==> src/rtl/argsrt_pkg.sv <==
package argsrt_pkg;

   // Capacity of the sorting chain and fixed field widths
   localparam int MAX_ITEMS_DEF = 64;
   localparam int KEY_W         = 64;
   localparam int POS_W         = 6;

   // Request payload: one key of the set
   typedef struct packed {
      logic [KEY_W-1:0] value;
      logic             last_item;
   } req_type;

   // Response payload: one arrival position in ascending key order
   typedef struct packed {
      logic [POS_W-1:0] position;
      logic             last_position;
      logic             dropped;
   } rsp_type;

   // Contents of one chain cell
   typedef struct packed {
      logic             valid;
      logic [KEY_W-1:0] key;
      logic [POS_W-1:0] pos;
   } cell_data_type;

   // Chain control broadcast to every cell
   typedef struct packed {
      logic insert;
      logic shift;
   } cell_ctrl_type;

   typedef enum logic {
      ST_LOAD,
      ST_DRAIN
   } state_type;

endpackage

==> src/rtl/argsrt_cell.sv <==
module argsrt_cell (
   input  logic                      clock,
   input  logic                      reset,
   input  argsrt_pkg::cell_ctrl_type ctrl,
   input  argsrt_pkg::cell_data_type new_item,
   input  argsrt_pkg::cell_data_type prev_data,
   input  logic                      prev_ins,
   input  argsrt_pkg::cell_data_type next_data,
   output argsrt_pkg::cell_data_type data,
   output logic                      ins
);

   argsrt_pkg::cell_data_type data_ff;
   argsrt_pkg::cell_data_type data_in;

   // New key goes ahead of this cell when the cell is empty or holds a larger key;
   // equal keys stay ahead, which keeps arrival order among them
   assign ins = !data_ff.valid || (new_item.key < data_ff.key);

   // Select next contents: take the left neighbor, the new key, the right neighbor or hold
   always_comb begin
      data_in = data_ff;
      if (ctrl.insert) begin
         if (prev_ins) begin
            data_in = prev_data;
         end else if (ins) begin
            data_in       = new_item;
            data_in.valid = 1'b1;
         end
      end else if (ctrl.shift) begin
         data_in = next_data;
      end
   end

   always_ff @(posedge clock) begin
      if (reset) begin
         data_ff.valid <= 1'b0;
      end else begin
         data_ff.valid <= data_in.valid;
      end
      data_ff.key <= data_in.key;
      data_ff.pos <= data_in.pos;
   end

   assign data = data_ff;

endmodule

==> config.mk <==
export PLATFORM = sky130hd
export DESIGN_NAME = argsrt_cell
export DESIGN_NICKNAME = d
export VERILOG_FILES = /design/src/rtl/argsrt_pkg.sv /design/src/rtl/argsrt_cell.sv
export SDC_FILE = /design/constraint.sdc
export NUM_CORES = 1
export LEC_CHECK = 0
export BUFFER_PORTS_ARGS = -buffer_cell sky130_fd_sc_hd__buf_2
export CAP_MARGIN = 20
export CORE_ASPECT_RATIO = 0.9
export CORE_MARGIN = 3
export CORE_UTILIZATION = 46
export DETAILED_ROUTE_END_ITERATION = 7
export GPL_TIMING_DRIVEN = 0
export PLACE_DENSITY_LB_ADDON = 0.2
export SLEW_MARGIN = 20
export SYNTH_ARGS = -nofsm -noshare
export SYNTH_HDL_FRONTEND = slang
export SYNTH_SLANG_ARGS = --single-unit
==> constraint.sdc <==
create_clock -name clock -period 12.1 [get_ports clock]
set_clock_uncertainty 0.15 [all_clocks]
set_input_delay 3.63 -clock clock [delete_from_list [all_inputs] [get_ports clock]]
set_output_delay 3.63 -clock clock [all_outputs]
set_load 0.05 [all_outputs]
==> flow_metrics.env, run 1 <==
export IMPL_run_status="completed"
export IMPL_gp_routability_congestion=0.9071
export IMPL_tot_gr_track_use=0.2526
export IMPL_synthCells=546
export IMPL_wl_met1_mm=6.532
export IMPL_maxUsedRoutingLayer="met4"
export IMPL_power_switching_w=0.0002986
export IMPL_most_area_hungry_cell_type_in_the_yosys_netlist="edfxtp_1"
export IMPL_min_delay_start="data[70]"
export IMPL_ant_nets=0
export IMPL_number_of_unique_standard_cell_types_used_by_synthesis=37
export IMPL_fmax_ghz=0.1059
export IMPL_drt_drc_violations_left=0
export IMPL_met3_length_mm=1.086
export IMPL_ios=290
export IMPL_cts_buffers=9
export IMPL_finalHoldViolCount=0
export IMPL_yosysMostFrequentCell="a21oi_1"
export IMPL_clock_tree_root_cell="clkbuf_16"
export IMPL_timing_setup_critical_path_class="in -> out"
export IMPL_cpLargestDelayFamily="compound AO/OA/AOI/OAI gates"
export IMPL_timing_max_slew_rel_slack=0.4725
export IMPL_reported_leakage_power_nw=3.816
export IMPL_number_of_vias_per_cell=5.182
export IMPL_routedWlPerCell_um=16.64
export IMPL_p_seq_frac=0.368
export IMPL_clock_tree_htree_level_count=3
export IMPL_design_die_area_mm2=0.01268
export IMPL_first_global_vias=5350
export IMPL_report_final_slew_viol_count=0
export IMPL_report_final_setup_viol=0
export IMPL_cp_required_ns=8.32
export IMPL_layout_min_cycle_time_ns=9.441
export IMPL_antenna_violations_before_repair=0
export IMPL_remaining_overflow_grt=0
export IMPL_max_cap_violations=0
export IMPL_layout_setup_ws_ns=2.659
export IMPL_synth_async_reset_ratio=0
export IMPL_fin_crit_sh=0.7803
export IMPL_critPathSlowestCell="or4_1"
export IMPL_clk_insertion_delay_late_ns=0.34
export IMPL_ctsLongestPathBuffers=2
export IMPL_synthTopCellsByArea="edfxtp_1 (40%), ha_1 (15%), mux2i_1 (13%)"
export IMPL_dpl_hpwl_mm=13.90
export IMPL_num_vias=5218
export IMPL_final_cell_count_without_fillers=1007
export IMPL_sequential_share_of_the_synthesized_area=0.4058
export IMPL_floorplan_initialDensity=0.4777
export IMPL_switching_part_of_the_total_power=0.3509
export IMPL_detail_route_wirelength_mm=16.76
export IMPL_setup_worst_path_end_class="output port"
export IMPL_p_int_w=0.0005523
export IMPL_numPlacedInstances=992
export IMPL_worst_setup_path_startpoint="new_item[51]"
export IMPL_finish_instance_area_mm2=0.007201
export IMPL_dieWidth_um=118.4
export IMPL_synthesis_nets=827
export IMPL_peak_per_stage_delay_on_the_critical_path_ns=0.48
export IMPL_critical_path_startpoint_type="primary input"
export IMPL_drt_initial_drc_count=191
export IMPL_worst_path_max_fanout=2
export IMPL_post_synthesis_instance_area_mm2=0.005229
export IMPL_area_growth_syn_to_fin_pct=37.71
export IMPL_commonest_cells_in_the_netlist="a21oi_1 (92), nor2_1 (78), edfxtp_1 (70), mux2i_1 (70), inv_1 (66)"
export IMPL_hold_path_class="reg -> reg"
export IMPL_synth_edff_count=70
export IMPL_core_region_area_mm2=0.01095
export IMPL_die_height_um=107.1
export IMPL_final_core_util=0.6579
export IMPL_worstPathBufferInverterCount=2
export IMPL_placement_io_buffers=286
export IMPL_drive_above_1_share=0.3731
export IMPL_share_comb_of_total_power=0.329
export IMPL_postSynthAreaPerCell_um2=9.576
export IMPL_synthDominantCellAreaShare=0.4020
export IMPL_setup_fix_buffers_added_after_clock_tree_synthesis=0
export IMPL_fin_nets=1132
export IMPL_drt_first_pass_iters=4
export IMPL_ys_warnings_count=0
export IMPL_ir_worst_vdd_uv=78.79
export IMPL_power_share_clock=0.302
export IMPL_setup_repair_after_global_routing_missed_its_margin="no"
export IMPL_insertedDiodeCount=0
export IMPL_placement_setup_worst_slack_ns=2.661
export IMPL_first_pass_grt_wire_length_mm=25.61
export IMPL_clock_sink_count=71
export IMPL_crit_arrival_ns=5.66
export IMPL_synth_ff_type="edfxtp_1"
export IMPL_clock_tree_from_tritoncts="done"
export IMPL_hold_buffers=0
export IMPL_core_rowCount=36
export IMPL_met2RoutedLength_mm=8.735
export IMPL_synth_seq_cells=71
export IMPL_power_per_cell_area_mw_per_mm2=118.2
export IMPL_cp_cell_sequence="buf_2 > ha_1 > a21o_1 > a21o_1 > a221oi_2 > nor2_1 > or4_1 > o21ai_1 > buf_2"
export IMPL_cts_resized_gates=0
export IMPL_p_total_w=0.0008509
export IMPL_worst_slew_pin_transition_ns=0.7870
export IMPL_r2r_slack_ns=8.49
export IMPL_clkSlewWorstSetupHoldPaths_ns=0.05
export IMPL_largest_register_ff_count=71
export IMPL_rr_startpoint="data[15]"
export IMPL_placedInstanceArea_mm2=0.006923
export IMPL_grt_max_degree=12
[power groups by stage]
stage / registers, W / logic, W / clock network (W)
6_report: 0.000313 / 0.000280 / 0.000257
2_1_floorplan: 0.000402 / 0.0000998 / 0
3_3_place_gp: 0.000320 / 0.000270 / 0
5_1_grt: 0.000316 / 0.000305 / 0.000268
4_1_cts: 0.000313 / 0.000282 / 0.000258
3_5_place_dp: 0.000318 / 0.000280 / 0
[worst paths after layout]
path,end,depth (start not counted)
setup / recovery,ins,9
hold / removal,data[70],3
setup reg to reg,data[9],11
hold reg to reg,data[70],3
[cells by family (layout without fill, tap and decap cells)]
group                      count (synthesis)  in the layout  share of synthesized area
adders and majority gates                 63             63                     0.1508
DFF                                       71             71                     0.4058
buffers and inverters                     90            399                    0.06628
and+or+nand+nor                          128            128                     0.1082
AOI/OAI and AO/OA                        123            123                     0.1328
muxes                                     71             71                     0.1362
[cells in the final DEF, fill, tap and decap left out, drive strengths merged]
master   netlist  final
a2111oi        2      2
a21boi         1      1
a21o           6      6
a21oi         93     93
a221o          2      2
a221oi         2      2
a22oi          1      1
a31oi          1      1
and2           1      1
and3b          1      1
and4           7      7
buf           11    305
bufinv         0      1
clkbuf        13     22
clkinv         0      5
dfxtp          1      1
edfxtp        70     70
ha            63     63
inv           66     66
mux2           1      1
mux2i         70     70
nand2         21     21
nand2b         2      2
nand3          3      3
nand4          8      8
nor2          78     78
nor2b          1      1
nor3           4      4
nor4           1      1
o211ai         1      1
o21a           1      1
o21ai         10     10
o22ai          1      1
o311ai         1      1
o41a           1      1
or4            1      1
[per-stage QoR]
step | setup TNS (ns) | hold WS, ns
6_report | 0 | 0.5822
5_1_grt | 0 | 0.6202
4_1_cts | 0 | 0.5892
3_5_place_dp | 0 | 0.5781
3_3_place_gp | -75.97 | 0.5456
2_1_floorplan | 0 | 0.8754
[routing by layer]
metal / track usage / up-vias
met3: 0.05274 / 31
met5: 0 / -
met2: 0.4806 / 213
met4: 0.08685 / 0
li1: - / 2565
met1: 0.2798 / 2409
[worst reg2reg max path, stage by stage (launching register included)]
cell and delay (ns):
edfxtp_1 0.38, inv_1 0.07, ha_1 0.23, a21oi_1 0.14, o21ai_1 0.09, a221o_1 0.34
o311ai_1 0.44, a21boi_1 0.15, nor3_2 0.61, buf_4 0.32, buf_4 0.21, buf_4 0.18
[final cells by class]
class / instances / area [µm²]
multi-input cells: 385 / 2765
clock inverters: 6 / 52.55
flip-flops and latches: 71 / 2122
inverters: 66 / 247.7
well taps: 152 / 190.2
repair buffers: 294 / 1499
clock buffers: 9 / 225.2
plain buffers: 24 / 98.84
fillers: 904 / 3745
No activity file was read; power rests on OpenSTA's default activity.
==> run 2, diff against run 1 <==
ABC_AREA = 1   (was default)
CORE_UTILIZATION = 41   (was 46)
clock period = 8.3 ns   (was 12.1 ns; I/O delays follow)
==> run 2 against run 1 <==
  * Register-to-register slack got worse by 3.0 ns
  * Sequential power increased by 47%
  * Wire length decreased by 2.3%
  * Critical endpoint unchanged
==> flow_metrics.env, run 2 <==
export IMPL_tot_gr_track_use=0.2310
export IMPL_cp_cell_sequence="buf_2 > ha_1 > a21oi_1 > o21ai_0 > a21oi_1 > nand2_1 > nand2_1 > nand2_1 > nand2_1 > nand2_2 > nand2_1 > buf_2"
export IMPL_sequential_share_of_the_synthesized_area=0.4099
export IMPL_power_share_clock=0.275
export IMPL_worst_path_max_fanout=2
export IMPL_report_final_setup_viol=0
export IMPL_worst_slew_pin_transition_ns=0.5170
export IMPL_clkSlewWorstSetupHoldPaths_ns=0.05
export IMPL_first_global_vias=5265
export IMPL_final_cell_count_without_fillers=1122
export IMPL_dieWidth_um=124.5
export IMPL_rr_startpoint="data[17]"
export IMPL_cp_required_ns=5.66
export IMPL_drt_drc_violations_left=0
export IMPL_first_pass_grt_wire_length_mm=26.12
export IMPL_gp_routability_congestion=0.8545
export IMPL_core_region_area_mm2=0.01222
export IMPL_synth_ff_type="edfxtp_1"
export IMPL_number_of_vias_per_cell=4.910
export IMPL_max_cap_violations=0
export IMPL_clock_tree_root_cell="clkbuf_16"
export IMPL_p_seq_frac=0.377
export IMPL_floorplan_initialDensity=0.4237
export IMPL_timing_max_slew_rel_slack=0.6554
export IMPL_hold_path_class="reg -> reg"
export IMPL_drt_initial_drc_count=284
export IMPL_yosysMostFrequentCell="nand2_1"
export IMPL_report_final_slew_viol_count=0
export IMPL_fin_nets=1239
export IMPL_post_synth_fa_ha_maj_area_fraction=0.1522
export IMPL_antenna_violations_before_repair=1
export IMPL_hold_buffers=0
export IMPL_setup_worst_path_end_class="output port"
export IMPL_hold_path_cell_cnt=4
export IMPL_clk_insertion_delay_late_ns=0.34
export IMPL_ir_worst_vdd_uv=128.0
export IMPL_post_synthesis_instance_area_mm2=0.005177
export IMPL_design_die_area_mm2=0.01401
export IMPL_run_status="completed"
export IMPL_synth_xor_area_share=0
export IMPL_critPathSlowestCell="ha_1"
export IMPL_core_rowCount=38
export IMPL_layout_min_cycle_time_ns=6.728
export IMPL_dpl_hpwl_mm=13.14
export IMPL_synth_async_reset_ratio=0
export IMPL_crit_arrival_ns=4.09
export IMPL_most_area_hungry_cell_type_in_the_yosys_netlist="edfxtp_1"
export IMPL_switching_part_of_the_total_power=0.3689
export IMPL_n_fill_cell=1191
export IMPL_clock_sink_count=71
export IMPL_cts_resized_gates=0
export IMPL_reported_leakage_power_nw=3.762
export IMPL_synthCells=659
export IMPL_postSynthAreaPerCell_um2=7.857
export IMPL_clock_tree_from_tritoncts="done"
export IMPL_cts_buffers=9
export IMPL_peak_per_stage_delay_on_the_critical_path_ns=0.30
export IMPL_share_comb_of_total_power=0.347
export IMPL_hold_path_end="data[70]"
export IMPL_drt_first_pass_iters=4
export IMPL_ios=290
export IMPL_power_switching_w=0.0004501
export IMPL_setup_tns_ns=0
export IMPL_synthTopCellsByArea="edfxtp_1 (41%), ha_1 (15%), nand3_1 (14%)"
export IMPL_layout_cells_most_common="buf_2"
export IMPL_final_seq_area_mm2=0.002122
export IMPL_synth_area_mux_share=0
export IMPL_remaining_overflow_grt=0
export IMPL_fin_crit_sh=0.8106
export IMPL_synthDominantCellAreaShare=0.4060
export IMPL_ys_warnings_count=0
export IMPL_synth_simple_gate_area_share=0.3202
export IMPL_timing_critical_path_mode_cell="nand2_1"
export IMPL_finalHoldViolCount=0
export IMPL_multiInputGateArea_mm2=0.002655
export IMPL_placedInstanceArea_mm2=0.006837
export IMPL_worst_reg_to_reg_path_cell_count=14
export IMPL_commonest_cells_in_the_netlist="nand2_1 (195), nand3_1 (147), inv_1 (75), edfxtp_1 (70), ha_1 (63)"
export IMPL_synth_seq_cells=71
export IMPL_drive_above_1_share=0.3215
export IMPL_num_vias=5509
export IMPL_power_per_cell_area_mw_per_mm2=172.2
export IMPL_final_cell_mix="buf_2 (289), nand2_1 (195), nand3_1 (147), inv_1 (74), edfxtp_1 (70)"
export IMPL_routedWlPerCell_um=14.59
export IMPL_share_of_the_synthesized_area_in_compound_gates_ao_oa_aoi_oai=0.04036
export IMPL_p_int_w=0.0007699
export IMPL_setup_fix_buffers_added_after_clock_tree_synthesis=0
export IMPL_synth_edff_count=70
export IMPL_placement_io_buffers=287
export IMPL_area_growth_syn_to_fin_pct=36.81
export IMPL_r2r_slack_ns=5.49
export IMPL_numPlacedInstances=1107
export IMPL_finish_instance_area_mm2=0.007083
export IMPL_number_of_unique_standard_cell_types_used_by_synthesis=24
export IMPL_fmax_ghz=0.1486
export IMPL_ant_nets=0
export IMPL_grt_max_degree=41
export IMPL_setup_repair_after_global_routing_missed_its_margin="no"
export IMPL_critical_path_startpoint_type="primary input"
export IMPL_clock_tree_htree_level_count=3
export IMPL_rr_endpoint="data[44]"
export IMPL_die_height_um=112.6
export IMPL_min_delay_start="data[70]"
export IMPL_ctsLongestPathBuffers=2
export IMPL_synthesis_nets=940
export IMPL_holdWs_ns=0.4543
export IMPL_timing_setup_critical_path_class="in -> out"
export IMPL_detail_route_wirelength_mm=16.37
export IMPL_largest_register_ff_count=71
export IMPL_synth_top_family_by_area="simple AND/OR/NAND/NOR gates"
==> run 2: kinds of logic after synthesis <==
group | count (synthesis)
adder cells (fa/ha/maj) | 63
AND/OR/NAND/NOR | 378
buffers and inverters | 106
AO/OA/AOI/OAI | 41
flip-flops | 71
==> run 2: how the worst max path moves through the flow <==
| stage | from | endpoint | slack, ns | cells after the start |
|---|---|---|---|---|
| final | new_item[17] | ins | 1.57 | 12 |
| after global placement | new_item[11] | ins | 1.59 | 14 |
| after global routing | new_item[27] | ins | 1.39 | 12 |
| after floorplan | new_item[43] | ins | 1.91 | 10 |
| after CTS | new_item[17] | ins | 1.55 | 12 |
| after detailed placement | new_item[17] | ins | 1.56 | 12 |
==> run 2: power groups by stage <==
stage               Combinational [W]  Clock, W  Sequential [W]
floorplan                    0.000149         0        0.000603
global placement             0.000421         0        0.000469
detailed placement           0.000426         0        0.000468
CTS                          0.000428  0.000343        0.000461
global route                 0.000470  0.000358        0.000466
finish                       0.000424  0.000336        0.000460
==> run 2: stage by stage <==
stage | utilization | total power (W) | worst slack [ns]
after floorplan | - | 0.0007525 | 1.913
after global placement | 0.5576 | 0.0008892 | 1.588
after detailed placement | 0.5595 | 0.0008937 | 1.564
after CTS | 0.5795 | 0.001232 | 1.552
after global routing | 0.5797 | 0.001295 | 1.391
final | 0.5797 | 0.001220 | 1.572
==> run 2: area by class of cell <==
type                            instances  area share
Antenna cell                            1   0.0003533
Buffer                                 30     0.01625
Clock buffer                           10     0.03233
Clock inverter                          4    0.002120
Inverter                               76     0.04063
Multi-Input combinational cell        482      0.3748
Sequential cell                        71      0.2996
Tap cell                              160     0.02826
Timing Repair Buffer                  288      0.2056
==> run 2: critical path, delay by kind of cell <==
kind            cells  cell delay [ns]
buf+inv             2             0.37
simple gates        6             0.47
compound gates      3             0.44
fa+ha+maj           1             0.30
==> run 2: layer usage <==
layer,up-vias,track usage,wire [µm],part of all wire
li1,2817,-,-,-
met1,2442,0.2749,6718,0.41
met2,235,0.4110,8120,0.50
met3,15,0.07184,1294,0.079
met4,0,0.05259,242,0.015
met5,-,0,0,0
